[config.mk]
export PLATFORM = sky130hd
export DESIGN_NAME = hid_key_report_to_mouse_buttons_core
export DESIGN_NICKNAME = d
export VERILOG_FILES = /design/src/rtl/core/hidkm_pkg.sv /design/src/rtl/core/hidkm_front.sv /design/src/rtl/core/hidkm_fifo.sv /design/src/rtl/core/hidkm_back.sv /design/src/rtl/core/hid_key_report_to_mouse_buttons_core.sv
export SDC_FILE = /design/constraint.sdc
export NUM_CORES = 1
export LEC_CHECK = 0
export CORE_MARGIN = 2
export CORE_UTILIZATION = 29
export CTS_BUF_LIST = sky130_fd_sc_hd__clkbuf_2
export CTS_CLUSTER_DIAMETER = 200
export DETAILED_ROUTE_END_ITERATION = 16
export DONT_BUFFER_PORTS = 1
export SYNTH_ARGS = -nofsm -noshare
export SYNTH_HDL_FRONTEND = slang
export SYNTH_SLANG_ARGS = --single-unit
[constraint.sdc]
create_clock -name clk -period 10.03 [get_ports clk]
set_clock_uncertainty 0.1 [all_clocks]
set_input_delay 2.006 -clock clk [delete_from_list [all_inputs] [get_ports clk]]
set_output_delay 2.006 -clock clk [all_outputs]
set_load 0.05 [all_outputs]
[src/rtl/core/hidkm_pkg.sv]
// Shared types and constants of the keyboard report to mouse button block.
package hidkm_pkg;

	// Field widths of the input report and of one event.
	localparam int LEN_W = 7;
	localparam int MOD_W = 8;
	localparam int KEY_W = 8;
	localparam int BTN_W = 3;
	localparam int INPUT_SLOTS = 6;

	// Stream widths; tdata is padded to whole bytes.
	localparam int IN_TDATA_W = 64;
	localparam int OUT_TDATA_W = 24;
	localparam int OUT_TUSER_W = 1;

	// Input tdata layout, lowest bit first.
	localparam int IN_LEN_LSB = 0;
	localparam int IN_MOD_LSB = IN_LEN_LSB + LEN_W;
	localparam int IN_SLOT_LSB = IN_MOD_LSB + MOD_W;

	// Output tdata layout, lowest bit first.
	localparam int OUT_KEY_LSB = 0;
	localparam int OUT_MOD_LSB = OUT_KEY_LSB + KEY_W;
	localparam int OUT_SEND_LSB = OUT_MOD_LSB + MOD_W;
	localparam int OUT_BTN_LSB = OUT_SEND_LSB + 1;
	localparam int OUT_USED_W = OUT_BTN_LSB + BTN_W;

	// Report rules.
	localparam logic [LEN_W-1:0] MIN_REPORT_LEN = 7'd8;
	localparam logic [KEY_W-1:0] FIRST_EVENT_CODE = 8'd4;
	localparam logic [KEY_W-1:0] KEY_CODE_FIRST = 8'd4;
	localparam logic [KEY_W-1:0] KEY_CODE_SECOND = 8'd5;
	localparam logic [KEY_W-1:0] KEY_CODE_THIRD = 8'd6;
	localparam int LEFT_SHIFT_BIT = 1;
	localparam int RIGHT_SHIFT_BIT = 5;

	// Configuration register indexes.
	localparam int CFG_INDEX_W = 2;
	localparam int CFG_DATA_W = BTN_W;
	localparam logic [CFG_INDEX_W-1:0] CFG_BTN_FIRST = 2'd0;
	localparam logic [CFG_INDEX_W-1:0] CFG_BTN_SECOND = 2'd1;
	localparam logic [CFG_INDEX_W-1:0] CFG_BTN_THIRD = 2'd2;

	// Reset values of the button registers.
	localparam logic [BTN_W-1:0] BTN_FIRST_RST = 3'd1;
	localparam logic [BTN_W-1:0] BTN_SECOND_RST = 3'd4;
	localparam logic [BTN_W-1:0] BTN_THIRD_RST = 3'd2;

	// Entries in the queue between front and back end.
	localparam int QUEUE_DEPTH = 2;

	// Button values programmed for the three mapped keys.
	typedef struct packed {
		logic [BTN_W-1:0] first;
		logic [BTN_W-1:0] second;
		logic [BTN_W-1:0] third;
	} btn_cfg_t;

endpackage

[src/rtl/core/hidkm_front.sv]
// Front end: takes reports, diffs them against the held keys and queues event masks.
module hidkm_front import hidkm_pkg::*; #(
	parameter int KEY_SLOTS = 6,
	parameter int ENTRY_W = MOD_W + 2 * KEY_SLOTS * KEY_W + 2 * KEY_SLOTS
) (
	input  logic                  clk,
	input  logic                  arst_n,
	input  logic                  in_valid,
	output logic                  in_ready,
	input  logic [IN_TDATA_W-1:0] in_data,
	input  logic                  queue_full,
	output logic                  push,
	output logic [ENTRY_W-1:0]    push_entry
);

	localparam int EV_W = 2 * KEY_SLOTS;

	logic [KEY_W-1:0] prev_q [KEY_SLOTS];
	logic [KEY_W-1:0] cur [KEY_SLOTS];
	logic [LEN_W-1:0] len;
	logic [MOD_W-1:0] mod;
	logic             long_report;
	logic             accept;
	logic [KEY_SLOTS-1:0] old_kept;
	logic [KEY_SLOTS-1:0] new_seen;
	logic [EV_W-1:0]       mask;
	logic [EV_W*KEY_W-1:0] ev_keys;

	assign len = in_data[IN_LEN_LSB +: LEN_W];
	assign mod = in_data[IN_MOD_LSB +: MOD_W];

	// Current slots; slots beyond the report read as empty.
	for (genvar g = 0; g < KEY_SLOTS; g++) begin : g_cur
		if (g < INPUT_SLOTS) begin : g_in
			assign cur[g] = in_data[IN_SLOT_LSB + g * KEY_W +: KEY_W];
		end else begin : g_zero
			assign cur[g] = '0;
		end
	end

	// Presence checks in both directions, all slot pairs side by side.
	always_comb begin
		old_kept = '0;
		new_seen = '0;
		for (int i = 0; i < KEY_SLOTS; i++) begin
			for (int j = 0; j < KEY_SLOTS; j++) begin
				if (cur[j] == prev_q[i]) begin
					old_kept[i] = 1'b1;
				end
				if (prev_q[j] == cur[i]) begin
					new_seen[i] = 1'b1;
				end
			end
		end
	end

	// Event mask in emission order: release of slot i, then press of slot i.
	always_comb begin
		for (int i = 0; i < KEY_SLOTS; i++) begin
			mask[2 * i]     = (prev_q[i] >= FIRST_EVENT_CODE) && !old_kept[i];
			mask[2 * i + 1] = (cur[i] >= FIRST_EVENT_CODE) && !new_seen[i];
			ev_keys[(2 * i) * KEY_W +: KEY_W]     = prev_q[i];
			ev_keys[(2 * i + 1) * KEY_W +: KEY_W] = cur[i];
		end
	end

	assign long_report = (len >= MIN_REPORT_LEN);
	assign in_ready    = !queue_full;
	assign accept      = in_valid && in_ready;
	assign push        = accept && long_report && (mask != '0);
	assign push_entry  = {mod, ev_keys, mask};

	// Held keys follow every full-length report, with or without events.
	always_ff @(posedge clk or negedge arst_n) begin
		if (!arst_n) begin
			for (int i = 0; i < KEY_SLOTS; i++) begin
				prev_q[i] <= '0;
			end
		end else if (accept && long_report) begin
			for (int i = 0; i < KEY_SLOTS; i++) begin
				prev_q[i] <= cur[i];
			end
		end
	end

`ifndef ASSERT_OFF
	a_push_has_events: assert property (@(posedge clk) disable iff (!arst_n)
		push |-> (push_entry[EV_W-1:0] != '0) && (len >= MIN_REPORT_LEN))
		else $error("queued report without events or too short");
`endif

endmodule

[src/rtl/core/hidkm_fifo.sv]
// Short register queue between the front and back end.
module hidkm_fifo #(
	parameter int WIDTH = 8,
	parameter int DEPTH = 2
) (
	input  logic             clk,
	input  logic             arst_n,
	input  logic             push,
	input  logic [WIDTH-1:0] push_data,
	input  logic             pop,
	output logic [WIDTH-1:0] pop_data,
	output logic             full,
	output logic             empty
);

	localparam int PTR_W = (DEPTH > 1) ? $clog2(DEPTH) : 1;
	localparam int CNT_W = $clog2(DEPTH + 1);

	logic [WIDTH-1:0] mem_q [DEPTH];
	logic [PTR_W-1:0] wr_ptr_q;
	logic [PTR_W-1:0] rd_ptr_q;
	logic [CNT_W-1:0] count_q;
	logic             do_push;
	logic             do_pop;

	assign full     = (count_q == CNT_W'(DEPTH));
	assign empty    = (count_q == '0);
	assign do_push  = push && !full;
	assign do_pop   = pop && !empty;
	assign pop_data = mem_q[rd_ptr_q];

	// Storage needs no reset.
	always_ff @(posedge clk) begin
		if (do_push) begin
			mem_q[wr_ptr_q] <= push_data;
		end
	end

	// Pointers wrap at the depth.
	always_ff @(posedge clk or negedge arst_n) begin
		if (!arst_n) begin
			wr_ptr_q <= '0;
			rd_ptr_q <= '0;
			count_q  <= '0;
		end else begin
			if (do_push) begin
				wr_ptr_q <= (wr_ptr_q == PTR_W'(DEPTH - 1)) ? '0 : wr_ptr_q + 1'b1;
			end
			if (do_pop) begin
				rd_ptr_q <= (rd_ptr_q == PTR_W'(DEPTH - 1)) ? '0 : rd_ptr_q + 1'b1;
			end
			if (do_push && !do_pop) begin
				count_q <= count_q + 1'b1;
			end else if (do_pop && !do_push) begin
				count_q <= count_q - 1'b1;
			end
		end
	end

`ifndef ASSERT_OFF
	a_count_bound: assert property (@(posedge clk) disable iff (!arst_n)
		count_q <= CNT_W'(DEPTH))
		else $error("queue count beyond depth");
`endif

endmodule

[src/rtl/core/hidkm_back.sv]
// Back end: walks the queued event mask and emits one event per transfer.
module hidkm_back import hidkm_pkg::*; #(
	parameter int KEY_SLOTS = 6,
	parameter int ENTRY_W = MOD_W + 2 * KEY_SLOTS * KEY_W + 2 * KEY_SLOTS
) (
	input  logic               clk,
	input  logic               arst_n,
	input  btn_cfg_t           btn_cfg,
	input  logic               queue_empty,
	input  logic [ENTRY_W-1:0] queue_entry,
	output logic               pop,
	output logic               out_valid,
	input  logic               out_ready,
	output logic               out_press,
	output logic [KEY_W-1:0]   out_key,
	output logic [MOD_W-1:0]   out_mod,
	output logic               out_send,
	output logic [BTN_W-1:0]   out_btn,
	output logic               out_last
);

	localparam int EV_W = 2 * KEY_SLOTS;
	localparam int SEL_W = $clog2(EV_W);
	localparam int KEYS_W = EV_W * KEY_W;

	logic                  work_valid_q;
	logic [EV_W-1:0]       mask_q;
	logic [KEYS_W-1:0]     keys_q;
	logic [MOD_W-1:0]      mod_q;
	logic                  out_valid_q;
	logic                  out_press_q;
	logic [KEY_W-1:0]      out_key_q;
	logic [MOD_W-1:0]      out_mod_q;
	logic                  out_send_q;
	logic [BTN_W-1:0]      out_btn_q;
	logic                  out_last_q;
	logic [SEL_W-1:0]      sel;
	logic [EV_W-1:0]       rest;
	logic                  out_free;
	logic                  emit;
	logic                  emit_last;
	logic                  ev_press;
	logic [KEY_W-1:0]      ev_key;
	logic                  shifted;
	logic                  ev_send;
	logic [BTN_W-1:0]      ev_btn;

	// Lowest pending event goes first.
	always_comb begin
		sel = '0;
		for (int j = EV_W - 1; j >= 0; j--) begin
			if (mask_q[j]) begin
				sel = SEL_W'(j);
			end
		end
	end

	always_comb begin
		rest = mask_q;
		rest[sel] = 1'b0;
	end

	assign out_free  = !out_valid_q || out_ready;
	assign emit      = work_valid_q && out_free;
	assign emit_last = emit && (rest == '0);
	assign pop       = !queue_empty && (!work_valid_q || emit_last);

	// Event contents: releases always send a zero button report.
	assign ev_press = sel[0];
	assign ev_key   = keys_q[sel * KEY_W +: KEY_W];
	assign shifted  = mod_q[LEFT_SHIFT_BIT] || mod_q[RIGHT_SHIFT_BIT];

	always_comb begin
		ev_send = 1'b1;
		ev_btn  = '0;
		if (ev_press) begin
			ev_send = 1'b0;
			if (!shifted) begin
				unique case (ev_key)
					KEY_CODE_FIRST: begin
						ev_send = 1'b1;
						ev_btn  = btn_cfg.first;
					end
					KEY_CODE_SECOND: begin
						ev_send = 1'b1;
						ev_btn  = btn_cfg.second;
					end
					KEY_CODE_THIRD: begin
						ev_send = 1'b1;
						ev_btn  = btn_cfg.third;
					end
					default: ;
				endcase
			end
		end
	end

	// Working report: loaded from the queue, drained one event at a time.
	always_ff @(posedge clk or negedge arst_n) begin
		if (!arst_n) begin
			work_valid_q <= 1'b0;
		end else if (pop) begin
			work_valid_q <= 1'b1;
		end else if (emit_last) begin
			work_valid_q <= 1'b0;
		end
	end

	always_ff @(posedge clk) begin
		if (pop) begin
			mask_q <= queue_entry[EV_W-1:0];
			keys_q <= queue_entry[EV_W +: KEYS_W];
			mod_q  <= queue_entry[ENTRY_W-1 -: MOD_W];
		end else if (emit) begin
			mask_q <= rest;
		end
	end

	// Output register.
	always_ff @(posedge clk or negedge arst_n) begin
		if (!arst_n) begin
			out_valid_q <= 1'b0;
		end else if (out_free) begin
			out_valid_q <= emit;
		end
	end

	always_ff @(posedge clk) begin
		if (emit) begin
			out_press_q <= ev_press;
			out_key_q   <= ev_key;
			out_mod_q   <= ev_press ? mod_q : '0;
			out_send_q  <= ev_send;
			out_btn_q   <= ev_btn;
			out_last_q  <= (rest == '0);
		end
	end

	assign out_valid = out_valid_q;
	assign out_press = out_press_q;
	assign out_key   = out_key_q;
	assign out_mod   = out_mod_q;
	assign out_send  = out_send_q;
	assign out_btn   = out_btn_q;
	assign out_last  = out_last_q;

`ifndef ASSERT_OFF
	a_work_pending: assert property (@(posedge clk) disable iff (!arst_n)
		work_valid_q |-> (mask_q != '0))
		else $error("working report holds no pending event");

	a_drain_done: assert property (@(posedge clk) disable iff (!arst_n)
		(emit_last && !pop) |=> !work_valid_q)
		else $error("working report kept after its final event");

	a_release_quiet: assert property (@(posedge clk) disable iff (!arst_n)
		(emit && !ev_press) |-> (ev_send && (ev_btn == '0)))
		else $error("release event with nonzero buttons");
`endif

endmodule

[src/rtl/core/hid_key_report_to_mouse_buttons_core.sv]
// Top level of the keyboard report to mouse button block.
//
//   Channel   Direction  Payload
//   s_axis    in         tdata: report_length, modifier_bits, key_slot_0..5
//   m_axis    out        tdata: event_key, event_modifier, mouse_send, mouse_buttons;
//                        tuser: is_press; tlast: last_event
//   cfg       in         cfg_index selects a button register, cfg_data its value
//
// The front end takes one report per cycle while the queue has room.
// The back end emits one event per cycle while the output is ready; a report with n events
// (up to 2 * KEY_SLOTS, twelve by default) is walked event by event; that walk sets the rate.
// Reset clears the held keys, empties the queue and loads button values 1, 4 and 2.
// An output stall holds the event register; the queue then fills and stalls input.
module hid_key_report_to_mouse_buttons_core import hidkm_pkg::*; #(
	parameter int KEY_SLOTS = 6
) (
	input  logic                   clk,
	input  logic                   arst_n,
	input  logic                   s_axis_tvalid,
	output logic                   s_axis_tready,
	// report_length [6:0], modifier_bits [14:7], key_slot_0..5 [22:15] .. [62:55]
	input  logic [IN_TDATA_W-1:0]  s_axis_tdata,
	output logic                   m_axis_tvalid,
	input  logic                   m_axis_tready,
	// event_key [7:0], event_modifier [15:8], mouse_send [16], mouse_buttons [19:17]
	output logic [OUT_TDATA_W-1:0] m_axis_tdata,
	// is_press [0]
	output logic [OUT_TUSER_W-1:0] m_axis_tuser,
	output logic                   m_axis_tlast,
	input  logic                   cfg_we,
	input  logic [CFG_INDEX_W-1:0] cfg_index,
	input  logic [CFG_DATA_W-1:0]  cfg_data
);

	localparam int ENTRY_W = MOD_W + 2 * KEY_SLOTS * KEY_W + 2 * KEY_SLOTS;

	btn_cfg_t           btn_cfg_q;
	logic               queue_full;
	logic               queue_empty;
	logic               push;
	logic               pop;
	logic [ENTRY_W-1:0] push_entry;
	logic [ENTRY_W-1:0] pop_entry;
	logic               ev_press;
	logic [KEY_W-1:0]   ev_key;
	logic [MOD_W-1:0]   ev_mod;
	logic               ev_send;
	logic [BTN_W-1:0]   ev_btn;

	// Button registers.
	always_ff @(posedge clk or negedge arst_n) begin
		if (!arst_n) begin
			btn_cfg_q.first  <= BTN_FIRST_RST;
			btn_cfg_q.second <= BTN_SECOND_RST;
			btn_cfg_q.third  <= BTN_THIRD_RST;
		end else if (cfg_we) begin
			unique case (cfg_index)
				CFG_BTN_FIRST:  btn_cfg_q.first  <= cfg_data;
				CFG_BTN_SECOND: btn_cfg_q.second <= cfg_data;
				CFG_BTN_THIRD:  btn_cfg_q.third  <= cfg_data;
				default: ;
			endcase
		end
	end

	hidkm_front #(
		.KEY_SLOTS (KEY_SLOTS),
		.ENTRY_W   (ENTRY_W)
	) u_front (
		.clk        (clk),
		.arst_n     (arst_n),
		.in_valid   (s_axis_tvalid),
		.in_ready   (s_axis_tready),
		.in_data    (s_axis_tdata),
		.queue_full (queue_full),
		.push       (push),
		.push_entry (push_entry)
	);

	hidkm_fifo #(
		.WIDTH (ENTRY_W),
		.DEPTH (QUEUE_DEPTH)
	) u_queue (
		.clk       (clk),
		.arst_n    (arst_n),
		.push      (push),
		.push_data (push_entry),
		.pop       (pop),
		.pop_data  (pop_entry),
		.full      (queue_full),
		.empty     (queue_empty)
	);

	hidkm_back #(
		.KEY_SLOTS (KEY_SLOTS),
		.ENTRY_W   (ENTRY_W)
	) u_back (
		.clk         (clk),
		.arst_n      (arst_n),
		.btn_cfg     (btn_cfg_q),
		.queue_empty (queue_empty),
		.queue_entry (pop_entry),
		.pop         (pop),
		.out_valid   (m_axis_tvalid),
		.out_ready   (m_axis_tready),
		.out_press   (ev_press),
		.out_key     (ev_key),
		.out_mod     (ev_mod),
		.out_send    (ev_send),
		.out_btn     (ev_btn),
		.out_last    (m_axis_tlast)
	);

	// Pack the event onto the output stream.
	assign m_axis_tdata = {{(OUT_TDATA_W - OUT_USED_W){1'b0}}, ev_btn, ev_send, ev_mod, ev_key};
	assign m_axis_tuser = ev_press;

endmodule

==> reports/results.ini, run 1 <==
[run]
cap_viol_max_count = 0

[pwr]
p_sw_uw = 1696
power.share.combinational_pct = 20.5
power_leakage_uw = 0.007355
power.ir.vdd_worst_v = 0.0001341
clkPwrFrac_pct = 22.7
power_density_nw_per_um2 = 232.6
part_of_the_total_power_dissipated_in_sequential_elements_pct = 56.7
p_sw_share_pct = 33.07
internal_power_uw = 3432

[synth]
most_frequent_cell_after_synthesis = sky130_fd_sc_hd__edfxtp_1
yosys_register_bits = 433
netlist.top_cell.by_area = sky130_fd_sc_hd__edfxtp_1
synthArstFlopShare_pct = 14.55
syn-mean-instance-area_um2 = 14.18
synth_seq_area_share_pct = 62.37
ys_types = 73
post_synth_instance_area_um2 = 20350
syn-instance-count = 1435
ys_warn_count = 0
synthDominantCellAreaShare_pct = 54.60
synth_enable_flop_cells = 370
postSynth.topFlopCell = sky130_fd_sc_hd__edfxtp_1
yosys-top-cells-count = sky130_fd_sc_hd__edfxtp_1 (370), sky130_fd_sc_hd__mux2_2 (162), sky130_fd_sc_hd__xor2_1 (155), sky130_fd_sc_hd__xnor2_1 (138), sky130_fd_sc_hd__clkbuf_1 (92)
netlist_top_cells_area = sky130_fd_sc_hd__edfxtp_1 (55%), sky130_fd_sc_hd__mux2_2 (9.0%), sky130_fd_sc_hd__dfrtp_1 (7.4%)

[timing]
fin_setup_tns_ns = 0
timing.final.hold_violations = 0
period_share_pct = 55.06
rsz0062_at_grt = false
worst-slew-pin-transition_ns = 1.222
period_minus_slack_ns = 5.522
finalSetupViolations = 0
number_of_max_slew_violations_in_the_final_report = 0
worst_slew_margin_rel_pct = 17.79
fmax_ghz = 0.1811

[clocking]
worst_setup_hold_path_clk_slew_ns = 0.12
cts.repair_timing.setup_buffer_count = 0
clockRootBuffer = sky130_fd_sc_hd__clkbuf_2
cts.path.max_buffers = 3
tritoncts = yes
post_cts.resized_instances = 0
htree_num_levels = 3
cts.sinks = 433
cts_hold_buf = 0
cts_made_buffers = 102
clkLatencyLatePin_ns = 1.10

[placed_design]
gp_congestion = 0.9067
place_area_um2 = 21050
dpl.hpwl_mm = 37.48
io_buffer_count = 0

[final_layout]
syn_to_final_growth_pct = 8.338
final_design_area_no_fill_um2 = 22040
nNetsFinal = 1492
num-fill-cells = 6862
final_layout_size_suffix_gt1_share_pct = 24.52

[setup_path]
standard_cell_with_the_maximum_stage_delay_on_the_critical_path = sky130_fd_sc_hd__nor4b_1
timing.critical_path.required_ns = 10.57
critPathArrivalTime_ns = 6.06
buffers_inverters_on_critical_path = 2
kind_of_start_point_of_the_critical_path = input port
critical-path-max-stage-delay_ns = 0.95
worst-path-max-fanout = 66
category_of_the_critical_setup_timing_path = input port to flop
critical_r2r_launch = u_front.push_entry[83]
end_kind = flop
cpLargestDelayFamily = simple AND/OR/NAND/NOR gates
crit_start = s_axis_tdata[25]
timing.critical_path.cells = xor2_1, nor4_1, nand2_1, nand4_1, nor4b_1, or4_1, nor4_1, a21oi_1, nor2b_4, buf_4, buf_4

[routing]
avgRoutedWirePerCell_um = 23.63
route.detailed.drc = 0
postRouteAntennaNets = 0
num_vias = 11940
via_per_inst = 4.875
drtPass1Iterations = 7
postRouteWirelength_mm = 57.88
drtIter0Drc = 952

[grt]
grt_antenna_before_repair = 2
grt_pass1_wl_mm = 83.31
groute.usage.overall_pct = 16.04
globalRoute.totalOverflow = 0
vias_in_the_first_global_route = 12120
largest_net_degree_at_the_start_of_global_routing = 67

[die]
effective_utilization_at_floorplan_pct = 29.16
io-pin-count = 102
core_area_um2 = 69790
design.die.area_um2 = 72300
fp-row-count = 97
die_w_um = 268.9
die_height_um = 268.9

[min_path]
hold_path_startpoint = u_queue.mem_q[0][66]
hp-class = flop to flop

[status]
status = completed

-- stage by stage --
stage          setup WS [ns]  util (%)  total power (uW)  cells  hold WS [ns]
6_report               4.508     31.59              5127   2449        0.3773
4_1_cts                4.648     31.58              5175   2445        0.3489
3_5_place_dp           3.503     30.16              4001   2253        0.3901
5_1_grt                4.391     31.58              5403   2447        0.3913
2_1_floorplan         0.6371         -              3729   1438        0.3402
3_3_place_gp           3.505     30.16              3956   2253        0.3798
-- registers in the layout, summed over array words and instances, names as in the netlist --
register             flops
u_back.out_btn           3
u_queue.count_q          2
u_queue.mem_q          232
u_back.work_valid_q      1
u_back.out_send          1
u_back.out_valid         1
u_back.out_press         1
u_queue.wr_ptr_q         1
u_queue.rd_ptr_q         1
u_back.mod_q             8
btn_cfg_q                9
u_back.out_last          1
u_back.out_key           8
u_back.out_mod           8
u_back.mask_q           12
u_back.keys_q           96
u_front.push_entry      48
-- cell type report --
type	instances	area, um^2	area share, %
Antenna cell	4	10.01	0.04541
Clock buffer	160	800.8	3.632
Clock inverter	32	186.4	0.8457
Inverter	12	50.05	0.2270
Multi-Input combinational cell	858	7052	31.99
Sequential cell	433	12690	57.59
Tap cell	940	1176	5.335
Timing Repair Buffer	10	75.07	0.3405
-- power by group through the flow --
stage	registers (uW)	clock network, uW	logic [uW]
global placement	2930	0	1030
global route	2950	1300	1150
CTS	2910	1210	1060
finish	2910	1170	1050
detailed placement	2950	0	1050
floorplan	2580	0	1150
-- cell usage in the layout (no fill, tap or decap), types with 5 or more instances in the layout --
cell | Yosys | final
sky130_fd_sc_hd__mux2_2 | 162 | 162
sky130_fd_sc_hd__buf_4 | 8 | 10
sky130_fd_sc_hd__dfrtp_1 | 60 | 59
sky130_fd_sc_hd__and2_1 | 9 | 8
sky130_fd_sc_hd__nand2_1 | 50 | 50
sky130_fd_sc_hd__a21oi_1 | 9 | 9
sky130_fd_sc_hd__clkbuf_2 | 0 | 160
sky130_fd_sc_hd__mux2i_1 | 41 | 41
sky130_fd_sc_hd__clkinv_1 | 0 | 23
sky130_fd_sc_hd__nor3_1 | 15 | 15
sky130_fd_sc_hd__or4_1 | 13 | 13
sky130_fd_sc_hd__nor4_1 | 52 | 52
sky130_fd_sc_hd__nor2_1 | 44 | 44
sky130_fd_sc_hd__o22ai_1 | 11 | 11
sky130_fd_sc_hd__xor2_1 | 155 | 155
sky130_fd_sc_hd__edfxtp_1 | 370 | 370
sky130_fd_sc_hd__a221oi_1 | 5 | 5
sky130_fd_sc_hd__nand3_1 | 8 | 7
sky130_fd_sc_hd__o21ai_1 | 8 | 8
sky130_fd_sc_hd__xnor2_1 | 138 | 138
sky130_fd_sc_hd__o211ai_1 | 7 | 7
sky130_fd_sc_hd__o21ai_0 | 7 | 7
sky130_fd_sc_hd__nand4_1 | 41 | 41
sky130_fd_sc_hd__nand2b_1 | 9 | 9
sky130_fd_sc_hd__inv_1 | 10 | 9
-- layer usage --
metal / up-vias / global-route usage [%] / share of wire [%]
li1: 5280 / - / -
met1: 6090 / 19.43 / 40
met2: 435 / 27.82 / 50
met3: 135 / 3.315 / 6.3
met4: 0 / 6.426 / 3.6
met5: - / 0 / 0
-- path summary, 6_finish.rpt --
| kind | endpoint | cells past startpoint | slack [ns] |
|---|---|---|---|
| worst min register to register | u_back.keys_q[54] | 1 | 0.38 |
| worst max-delay path | u_queue.mem_q[0][26] | 11 | 4.51 |
| max in group asynchronous | btn_cfg_q[6] | 0 | 9.09 |
| min in group asynchronous | u_front.push_entry[51] | 0 | 0.49 |
| worst max register to register | u_queue.mem_q[0][26] | 11 | 4.63 |
| worst min-delay path | u_back.keys_q[54] | 1 | 0.38 |
-- cells by family (layout without fill, tap and decap cells) --
| kind of cell | count (synthesis) | in the layout | synth area share [%] |
|---|---|---|---|
| other cells | 1 | 8 | 0.01843 |
| simple gates | 269 | 269 | 7.452 |
| buf+inv | 147 | 214 | 3.161 |
| compound gates | 85 | 85 | 3.185 |
| xor+xnor | 293 | 293 | 12.61 |
| fa+ha+maj | 2 | 2 | 0.1107 |
| flops | 433 | 433 | 62.37 |
| mux | 205 | 205 | 11.09 |
Power figures use the tool's default switching activity.
==> inputs of run 2 (changes only) <==
- clock period: 10.03 -> 5.3 ns (I/O delays scaled with it)
==> reports/results.ini, run 2 (synthesized netlist as in run 1, its figures left out) <==
[setup_path]
timing.critical_path.required_ns = 6.10
standard_cell_with_the_maximum_stage_delay_on_the_critical_path = sky130_fd_sc_hd__mux2i_1
kind_of_start_point_of_the_critical_path = flop
end_kind = flop
worst-path-max-fanout = 25
buffers_inverters_on_critical_path = 1
crit_start = u_back.mask_q[4]
critical-path-max-stage-delay_ns = 0.60
critPathArrivalTime_ns = 5.07
critical_r2r_launch = u_back.mask_q[4]
category_of_the_critical_setup_timing_path = flop to flop
cpLargestDelayFamily = compound AO/OA/AOI/OAI gates
timing.critical_path.cells = nor2b_4, nor2_1, a21boi_4, o21ai_4, inv_4, mux2i_1, o22ai_1, a311oi_1, o211ai_1, a2111oi_4, o21a_1

[pwr]
power.share.combinational_pct = 21.9
power_leakage_uw = 0.007704
power_density_nw_per_um2 = 431.4
clkPwrFrac_pct = 22.6
power.ir.vdd_worst_v = 0.0001805
part_of_the_total_power_dissipated_in_sequential_elements_pct = 55.5
internal_power_uw = 6577
p_sw_share_pct = 33.35
p_sw_uw = 3290

[run]
cap_viol_max_count = 0

[clocking]
htree_num_levels = 3
post_cts.resized_instances = 0
cts.sinks = 433
clockRootBuffer = sky130_fd_sc_hd__clkbuf_2
tritoncts = yes
clkLatencyLatePin_ns = 1.08
cts.path.max_buffers = 3
cts_made_buffers = 104
worst_setup_hold_path_clk_slew_ns = 0.11

[die]
io-pin-count = 102
die_height_um = 268.9
die_w_um = 268.9
fp-row-count = 97
design.die.area_um2 = 72300
effective_utilization_at_floorplan_pct = 29.16
core_area_um2 = 69790

[routing]
drtPass1Iterations = 5
postRouteAntennaNets = 0
avgRoutedWirePerCell_um = 24.40
route.detailed.drc = 0
via_per_inst = 4.879
postRouteWirelength_mm = 61.70
drtIter0Drc = 1190
num_vias = 12340

[final_layout]
final_layout_size_suffix_gt1_share_pct = 24.53
layout_commonest_cell = sky130_fd_sc_hd__edfxtp_1
num-fill-cells = 6826
final_design_area_no_fill_um2 = 22870
nNetsFinal = 1569
largest_register_ff_count = 232
max_flop_register = u_queue.mem_q
multi_input_comb_area_um2 = 7052
regArea_um2 = 12690
syn_to_final_growth_pct = 12.40
layout_common_cells = sky130_fd_sc_hd__edfxtp_1 (370), sky130_fd_sc_hd__mux2_2 (162), sky130_fd_sc_hd__clkbuf_2 (160)

[grt]
grt_pass1_wl_mm = 88.24
groute.usage.overall_pct = 17.09
vias_in_the_first_global_route = 12360
globalRoute.totalOverflow = 0
grt_antenna_before_repair = 7
largest_net_degree_at_the_start_of_global_routing = 105

[timing]
rsz0062_at_grt = false
period_share_pct = 80.64
finalSetupViolations = 0
fmax_ghz = 0.2340
period_minus_slack_ns = 4.274
worst_slew_margin_rel_pct = 17.68
fin_setup_tns_ns = 0
timing.final.hold_violations = 0
worst-slew-pin-transition_ns = 1.235
number_of_max_slew_violations_in_the_final_report = 0

[placed_design]
place_area_um2 = 21230
io_buffer_count = 0
dpl.hpwl_mm = 37.81
gp_congestion = 0.8938

[status]
status = completed

[min_path]
hold_path_startpoint = cfg_index[0]
hp-class = input port to flop

[run 2: changes by cell type in the layout (fill, tap and decap cells not counted), sizes merged]
| cell | change |
|---|---|
| dlygate4sd3 | +60 |
| clkinv | +1 |
| clkinvlp | +3 |
| diode | +2 |
| inv | -2 |
| buf | +15 |
[run 2: power groups by stage]
stage	clock, uW	sequential, uW	combinational [uW]
final	2230	5480	2160
after global routing	2480	5560	2360
after CTS	2300	5470	2170
after detailed placement	0	5550	2080
after global placement	0	5510	2030
after floorplan	0	4840	2170
[run 2: worst reg2reg max path, cell delays in order (launching register included)]
cell	delay, ns
sky130_fd_sc_hd__edfxtp_1	0.58
sky130_fd_sc_hd__nor2b_4	0.21
sky130_fd_sc_hd__nor2_1	0.25
sky130_fd_sc_hd__a21boi_4	0.27
sky130_fd_sc_hd__o21ai_4	0.13
sky130_fd_sc_hd__inv_4	0.39
sky130_fd_sc_hd__mux2i_1	0.62
sky130_fd_sc_hd__o22ai_1	0.16
sky130_fd_sc_hd__a311oi_1	0.23
sky130_fd_sc_hd__o211ai_1	0.45
sky130_fd_sc_hd__a2111oi_4	0.57
sky130_fd_sc_hd__o21a_1	0.19
[run 2: final timing paths]
kind / to / depth (start not counted) / slack, ns
worst min-delay path: btn_cfg_q[6] / 2 / 0.27
min in group asynchronous: u_front.push_entry[31] / 2 / 0.47
worst min register to register: u_back.keys_q[13] / 1 / 0.39
worst max register to register: u_back.out_btn[2] / 11 / 1.03
worst max-delay path: u_back.out_btn[2] / 11 / 1.03
max in group asynchronous: u_queue.rd_ptr_q / 2 / 4.23
[run 2: layer usage]
metal  vias to the layer above  global-route usage (%)  share of wire [%]
met1                      6271                   21.27                 41
met3                       134                   3.744                6.7
met5                         -                       0              0.021
met4                         2                   6.336                3.0
li1                       5428                       -                  -
met2                       500                   29.03                 49
[run 2: cell type report]
class	instances	area share (%)
flip-flops and latches	433	55.50
diodes	6	0.06565
well taps	940	5.142
clock buffers	160	3.501
repair buffers	85	3.862
clock inverters	34	0.8753
multi-input cells	858	30.83
inverters	12	0.2188
[run 2: timing repair]
action	4_1_cts	5_1_grt
hold endpoints to repair	232	0
endpoints found under the setup margin	0	0
buffers inserted	0	0
hold buffers	61	0
[run 2: stage by stage]
step	power (uW)	instances	hold slack (ns)	setup slack [ns]	util, %
3_3_place_gp	7536	2267	0.3812	1.007	30.42
2_1_floorplan	7014	1438	0.3402	0.3564	-
6_report	9867	2528	0.2687	1.026	32.77
3_5_place_dp	7626	2267	0.3865	0.9289	30.42
5_1_grt	10390	2524	0.1401	0.8958	32.76
4_1_cts	9947	2522	0.1020	1.069	32.75
